`src/hw/rtl/kvbt_pkg.sv`:
```
// kvbt_pkg: shared sizes, opcodes, entry layout and controller/datapath structs
// for the key/value bucket table. no dependencies.
`default_nettype none

package kvbt_pkg;

  localparam int DEPTH     = 64;
  localparam int KEY_BYTES = 8;
  localparam int IDX_W     = $clog2(DEPTH);
  localparam int CNT_W     = $clog2(DEPTH + 1);
  localparam int SLOT_W    = 6;
  localparam int KEY_W     = 64;
  localparam int KLEN_W    = 4;
  localparam int VAL_W     = 64;
  localparam int OP_W      = 3;

  typedef enum logic [OP_W-1:0] {
    OP_APPEND         = 3'd0,
    OP_SWAP_REMOVE    = 3'd1,
    OP_ORDERED_REMOVE = 3'd2,
    OP_READ           = 3'd3,
    OP_FIND           = 3'd4,
    OP_SIZE           = 3'd5
  } op_t;

  typedef struct packed {
    logic [KEY_W-1:0]  key;
    logic [KLEN_W-1:0] klen;
    logic [VAL_W-1:0]  value;
  } entry_t;

  typedef struct packed {
    logic capture;  // take an input word, set up the walk
    logic walk;     // step the memory walk
    logic commit;   // update count, load the result register
  } kvbt_cmd_t;

  typedef struct packed {
    logic done;     // walk finished or first match found
  } kvbt_stat_t;

  // bytes at or above len (capped at KEY_BYTES) take no part in a compare
  function automatic logic [KEY_W-1:0] key_mask(input logic [KLEN_W-1:0] len);
    logic [KEY_W-1:0] m;
    m = '0;
    for (int b = 0; b < KEY_BYTES; b++) begin
      if (b < int'(len)) begin
        m[b*8 +: 8] = 8'hff;
      end
    end
    return m;
  endfunction

endpackage

`default_nettype wire

```
`src/hw/rtl/kvbt_ctrl.sv`:
```
// kvbt_ctrl: sequencer for the bucket table (idle, walk, respond) and the
// output word valid flag. depends on kvbt_pkg.
`default_nettype none

module kvbt_ctrl (
  input  wire                  clk,
  input  wire                  rst,
  input  wire                  in_valid,
  output logic                 in_ready,
  output logic                 out_valid,
  input  wire                  out_ready,
  output kvbt_pkg::kvbt_cmd_t  cmd,
  input  kvbt_pkg::kvbt_stat_t stat
);
  import kvbt_pkg::*;

  typedef enum logic [2:0] {
    S_IDLE = 3'b001,
    S_WALK = 3'b010,
    S_RESP = 3'b100
  } state_t;

  state_t state, state_next;
  logic   out_valid_next;
  logic   out_free;

  assign out_free = !out_valid || out_ready;
  assign in_ready = (state == S_IDLE);

  always_comb begin
    state_next  = state;
    cmd         = '0;
    unique case (state)
      S_IDLE: begin
        if (in_valid) begin
          cmd.capture = 1'b1;
          state_next  = S_WALK;
        end
      end
      S_WALK: begin
        cmd.walk = 1'b1;
        if (stat.done) begin
          state_next = S_RESP;
        end
      end
      S_RESP: begin
        // hold the finished word until the result register is free
        if (out_free) begin
          cmd.commit = 1'b1;
          state_next = S_IDLE;
        end
      end
      default: state_next = S_IDLE;
    endcase
  end

  always_comb begin
    out_valid_next = out_valid;
    if (cmd.commit) begin
      out_valid_next = 1'b1;
    end else if (out_ready) begin
      out_valid_next = 1'b0;
    end
  end

  always_ff @(posedge clk) begin
    if (rst) begin
      state     <= S_IDLE;
      out_valid <= 1'b0;
    end else begin
      state     <= state_next;
      out_valid <= out_valid_next;
    end
  end

endmodule

`default_nettype wire

```
`config.mk`:
```
export PLATFORM = sky130hd
export DESIGN_NAME = kvbt_ctrl
export DESIGN_NICKNAME = d
export VERILOG_FILES = /design/src/hw/rtl/kvbt_pkg.sv /design/src/hw/rtl/kvbt_ctrl.sv
export SDC_FILE = /design/constraint.sdc
export NUM_CORES = 1
export LEC_CHECK = 0
export CAP_MARGIN = 30
export CORE_AREA = 2 2 39 41
export CTS_CLUSTER_DIAMETER = 60
export CTS_CLUSTER_SIZE = 25
export DETAILED_ROUTE_END_ITERATION = 16
export DIE_AREA = 0 0 41 43
export DONT_BUFFER_PORTS = 1
export GPL_ROUTABILITY_DRIVEN = 0
export GPL_TIMING_DRIVEN = 0
export HOLD_SLACK_MARGIN = 0.05
export PLACE_DENSITY = 0.3
export SLEW_MARGIN = 25
export SYNTH_ARGS = -nofsm -noshare
export SYNTH_HDL_FRONTEND = slang
export SYNTH_SLANG_ARGS = --single-unit
```
`constraint.sdc`:
```
create_clock -name clk -period 0.86 [get_ports clk]
set_input_delay 0 -clock clk [delete_from_list [all_inputs] [get_ports clk]]
set_output_delay 0 -clock clk [all_outputs]
set_load 0.02 [all_outputs]
```
==> impl_metrics.ini, run 1 <==
[power]
p_leak_nw = 0.112
p_per_area_nw_per_um2 = 1540
fin_total_pwr_mw = 0.493
peakVddDrop_mv = 0.743

[setup_path]
r2r-end = out_valid
worst-endpoint-required_ns = 0.86
cp_max_fo = 8
startpoint_type = flip-flop
critPathCapture = cmd[0]
r2r_cells = 4
cp-end-kind = output port
slowest_stage = dfxtp_2
ff2ff_setup_slack_ns = -0.13
cp.depth = 3
crit_family = flip-flops
crit_type = reg2out
r2r_start = state[0]
worstPathArrival_ns = 1.03
cp_num_buf_inv = 1
crit_start = state[0]
cpPeakStageDelay_ns = 0.34
crit_chain = nand3b_1 > nor2b_1 > buf_4

[status]
status = complete, but fails checks
violations = negative hold slack, negative setup slack

[drt]
wl_per_cell_um = 10.4
num_vias = 206
remaining_drc_errors = 0
drtIter0Drc = 3
antenna_left = 0
drtPass1Iterations = 3
viasPerCell = 4.38
finalWirelength_um = 491

[run]
maxCapViolCount = 0

[sta]
worst_slew_pin_slew_ns = 0.284
relSlewSlack_pct = 81.1
fin_setup_tns_ns = -0.703
maxSlewViolCount = 0
fin_crit_sh_pct = 120
post-route-min-period_ns = 1.03
holdWs_ns = -0.0274
max_clock_freq_ghz = 0.972
clock_skew_ns = 0.00554
timing.final.ws_setup_ns = -0.169
rsz0062_at_grt = yes
hold_violations = 1
finalSetupViolCount = 6

[global_route]
grt_usage_pct = 7.04
grt_max_degree = 9
grt_pass1_vias = 205
grt_overflow = 0
grt_first_pass_wirelength_um = 793
antenna_found_initial = 0

[cells_and_area]
syn2layout_area_growth_pct = 51.5
fin_nets = 38
final_util_pct = 23.1
drive_gt1_share_pct = 45.2
nFillCells = 154
antenna_cells = 0

[die]
std_cell_rows = 14
dieHeight_um = 43
fp.dieW_um = 41
start_util_pct = 15.3
fp.coreArea_um2 = 1380
ios = 10
dieArea_um2 = 1760

[clocking]
cts_tree = built
cts_buffers = 3
clk_latency_ns = 0.23
path_clk_slew_ns = 0.04
clock_sinks = 4
clockBufferDepth = 2
cts_hold_buf = 3
htreeDepth = 1
root_buffer = clkbuf_4

[logic_synthesis]
syn-num-nets = 28
synthSimpleGateAreaFrac_pct = 38.5
synth_seq_cells = 4
synth_top_area_share_pct = 37.9
synth_top_family_by_area = simple AND/OR/NAND/NOR gates
yosys-top-cells-area = dfxtp_1 38%, buf_4 7.1%, nand3b_1 7.1%
synth_mux_area_share_pct = 0
synthXorXnorAreaFrac_pct = 0
synth-seq-area-share_pct = 37.9
synth.avg_cell_area_um2 = 9.19
yosys.area.top_type = dfxtp_1
synth-compound-area-share_pct = 14.8
postSynthCellCount = 23
ys.warnings.count = 0
yosysUniqueCellTypes = 15
synth_fa_ha_area_share_pct = 0
synth_area_um2 = 211

[placed_design]
hpwl_um = 378
io_buffers = 0

[worst_hold_path]
hp-class = in2reg
power breakdown:
group / internal [mW] / switching (mW)
Combinational: 0.0358 / 0.0319
Clock: 0.155 / 0.0641
Sequential: 0.192 / 0.0148
worst min-delay path by stage:
stage / from / endpoint / slack, ns / cells after the start
after CTS: out_ready / out_valid / -0.04 / 2
after global placement: rst / out_valid / 0.07 / 1
after detailed placement: rst / out_valid / 0.07 / 1
after floorplan: rst / out_valid / 0.06 / 1
final: out_ready / out_valid / -0.03 / 2
after global routing: out_ready / out_valid / -0.02 / 2
flip-flops by register name (all words and copies together), names as in the netlist:
signal and count:
out_valid 1, state 3
synthesized netlist by cell type, drive strengths merged:
master	n
nor2b	1
nand4bb	1
nand2b	2
nor2	1
and4bb	1
inv	1
nor3	1
nand3b	2
a211oi	1
nor3b	2
o21bai	1
a21oi	2
dfxtp	4
buf	2
a31oi	1
layout by cell type (no fill, tap or decap):
master / Yosys / layout
buf_4: 2 / 4
nor2b_1: 1 / 1
a31oi_1: 1 / 1
a21oi_1: 2 / 2
a211oi_1: 1 / 1
and4bb_2: 0 / 1
dfxtp_4: 0 / 2
clkbuf_4: 0 / 3
nand3b_1: 2 / 2
nor3b_1: 2 / 1
nand4bb_1: 1 / 1
nor2_1: 1 / 1
o21bai_1: 1 / 1
dlygate4sd3_1: 0 / 3
inv_2: 0 / 1
nand2b_1: 2 / 2
nor3b_4: 0 / 1
nor3_1: 1 / 1
dfxtp_2: 0 / 2
timing repair:
item                       in CTS  in global routing
hold endpoints to repair        4                  1
gates cloned                    0                  0
pin swaps                       2                  1
setup buffers                   1                  1
gates resized for setup         4                  3
setup endpoints to repair       7                  8
cells by family after synthesis:
logic type             count (synthesis)
AO/OA/AOI/OAI                          5
flip-flops                             4
AND/OR/NAND/NOR                       11
buffers and inverters                  3
routing by layer:
metal	global-route usage (%)	routed length, µm	vias up
li1	-	-	101
met4	2.00	0	0
met2	9.69	254	7
met1	7.74	189	98
met5	0	0	-
met3	6.28	48	0
metrics by stage:
stage / area (µm²) / setup WS [ns] / instances
floorplan: 218 / -0.0582 / 23
global placement: 238 / -0.136 / 39
detailed placement: 238 / -0.131 / 39
CTS: 304 / -0.184 / 46
global route: 320 / -0.214 / 47
finish: 320 / -0.169 / 47
cell type report:
| class | count | area [µm²] | area share (%) |
|---|---|---|---|
| inverters | 1 | 3.75 | 1.17 |
| clock buffers | 3 | 22.5 | 7.03 |
| well taps | 16 | 20.0 | 6.25 |
| plain buffers | 2 | 15.0 | 4.69 |
| multi-input cells | 16 | 124 | 38.7 |
| repair buffers | 5 | 45.0 | 14.1 |
| flip-flops and latches | 4 | 90.1 | 28.1 |
No activity file was read; power rests on OpenSTA's default activity.
==> run 2: changes to the inputs <==
==> constraint.sdc (replaced) <==
create_clock -name clk -period 0.86 [get_ports clk]
set_input_delay 0 -clock clk [delete_from_list [all_inputs] [get_ports clk]]
set_output_delay 0 -clock clk [all_outputs]
set_load 0.01 [all_outputs]
==> run 2 against run 1 <==
  * The run still ends with negative hold slack, negative setup slack left
  * Clock skew fell by 0.0019 ns
  * Critical endpoint unchanged
  * Count of clock-buffer cells in the layout did not move
  * Combinational power increased by 2%
  * Total power up 0.53%
==> impl_metrics.ini, run 2 (same netlist as run 1, synthesis figures left out) <==
[status]
status = complete, but fails checks
violations = negative hold slack, negative setup slack

[power]
peakVddDrop_mv = 0.617
p_switching_mw = 0.110
fin_total_pwr_mw = 0.496
p_leak_nw = 0.110
seq_power_share_pct = 41.1
power_frac_comb_pct = 13.9
p_per_area_nw_per_um2 = 1540
power_switching_share_pct = 22.1
p_int_mw = 0.386
clkPwrFrac_pct = 45.0

[sta]
timing.final.ws_setup_ns = -0.143
maxSlewViolCount = 0
clock_skew_ns = 0.00367
post-route-min-period_ns = 1.00
worst_slew_pin_slew_ns = 0.380
rsz0062_at_grt = yes
relSlewSlack_pct = 74.6
holdWs_ns = -0.0283
fin_crit_sh_pct = 117
max_clock_freq_ghz = 0.997
finalSetupViolCount = 7
hold_violations = 1
fin_setup_tns_ns = -0.530

[global_route]
grt_first_pass_wirelength_um = 848
grt_usage_pct = 7.82
grt_pass1_vias = 215
grt_overflow = 0
grt_max_degree = 8
antenna_found_initial = 0

[setup_path]
r2r-end = state[0]
crit_chain = nand3b_1 > nor2b_1 > buf_4
cp_num_buf_inv = 1
ff2ff_setup_slack_ns = -0.09
r2r_cells = 3
cp_max_fo = 5
crit_family = flip-flops
worst-endpoint-required_ns = 0.86
cp-end-kind = output port
crit_type = reg2out
r2r_start = state[1]
crit_start = state[0]
cpPeakStageDelay_ns = 0.34
startpoint_type = flip-flop
slowest_stage = dfxtp_4
worstPathArrival_ns = 1.00

[cells_and_area]
nFillCells = 153
final_common_cell = buf_4
antenna_cells = 0
fin_nets = 38
reg_top3 = state (3), out_valid (1)
fin_cells = 47
multi_input_area_um2 = 126
regMostFlops = state
fin_area_um2 = 322
regArea_um2 = 88.8
syn2layout_area_growth_pct = 52.1
largest_register_ffs = 3
final_cell_mix = 4 x buf_4, 3 x clkbuf_4, 3 x dlygate4sd3_1
drive_gt1_share_pct = 45.2

[clocking]
cts_buffers = 3
htreeDepth = 1
clockBufferDepth = 2
clock_sinks = 4
cts_hold_buf = 3
path_clk_slew_ns = 0.04
clk_latency_ns = 0.23
cts_tree = built
root_buffer = clkbuf_4

[die]
dieHeight_um = 43
start_util_pct = 15.3
fp.coreArea_um2 = 1380
std_cell_rows = 14
dieArea_um2 = 1760
fp.dieW_um = 41
ios = 10

[drt]
wl_per_cell_um = 10.4
drtIter0Drc = 2
num_vias = 196
remaining_drc_errors = 0
viasPerCell = 4.17
finalWirelength_um = 487
antenna_left = 0
drtPass1Iterations = 2

[placed_design]
dp_slack_ns = -0.0936
postPlaceCellArea_um2 = 231
io_buffers = 0
dp.cells = 39

[run]
maxCapViolCount = 0

[worst_hold_path]
hp-class = in2reg
holdPathEnd = out_valid
whs_path_depth = 2
min-delay-start = out_ready
-- run 2: stage by stage --
stage	hold WS, ns	util (%)
floorplan	0.0691	-
global placement	0.0726	16.7
detailed placement	0.0722	16.7
CTS	-0.0407	21.5
global route	-0.00912	23.2
finish	-0.0283	23.2
-- run 2: how the worst max path moves through the flow --
| stage | to | slack [ns] | depth (start not counted) |
|---|---|---|---|
| final | cmd[0] | -0.14 | 3 |
| after global placement | state[0] | -0.1 | 2 |
| after global routing | cmd[0] | -0.24 | 3 |
| after floorplan | state[0] | 0.0003 | 2 |
| after CTS | cmd[0] | -0.17 | 3 |
| after detailed placement | state[0] | -0.09 | 2 |
-- run 2: cell type report --
class	instances	share of cell area (%)
flip-flops and latches	4	27.6
multi-input cells	16	39.3
well taps	16	6.23
repair buffers	5	14.0
inverters	1	1.17
plain buffers	2	4.67
clock buffers	3	7.00
-- run 2: power groups by stage --
stage	clock network [mW]	logic, mW	registers, mW
CTS	0.236	0.0592	0.205
global placement	0	0.0394	0.209
detailed placement	0	0.0390	0.209
global route	0.268	0.0735	0.206
finish	0.223	0.0692	0.204
floorplan	0	0.0344	0.205
-- run 2: routing by layer --
metal,global-route usage (%),wire (µm)
met5,0,0
met4,4.00,0
met3,6.28,20
met2,13.1,277
met1,5.77,189
-- run 2: timing repair --
action,4_1_cts,5_1_grt
pin swaps,1,0
buffers inserted,1,1
gates resized for setup,4,5
hold endpoints to repair,4,2
endpoints found under the setup margin,7,7
-- run 2: worst reg2reg max path, stage by stage (launching register included) --
cell and delay [ns]:
dfxtp_4 0.35, nand4bb_1 0.24, a21oi_2 0.17, o21bai_1 0.07
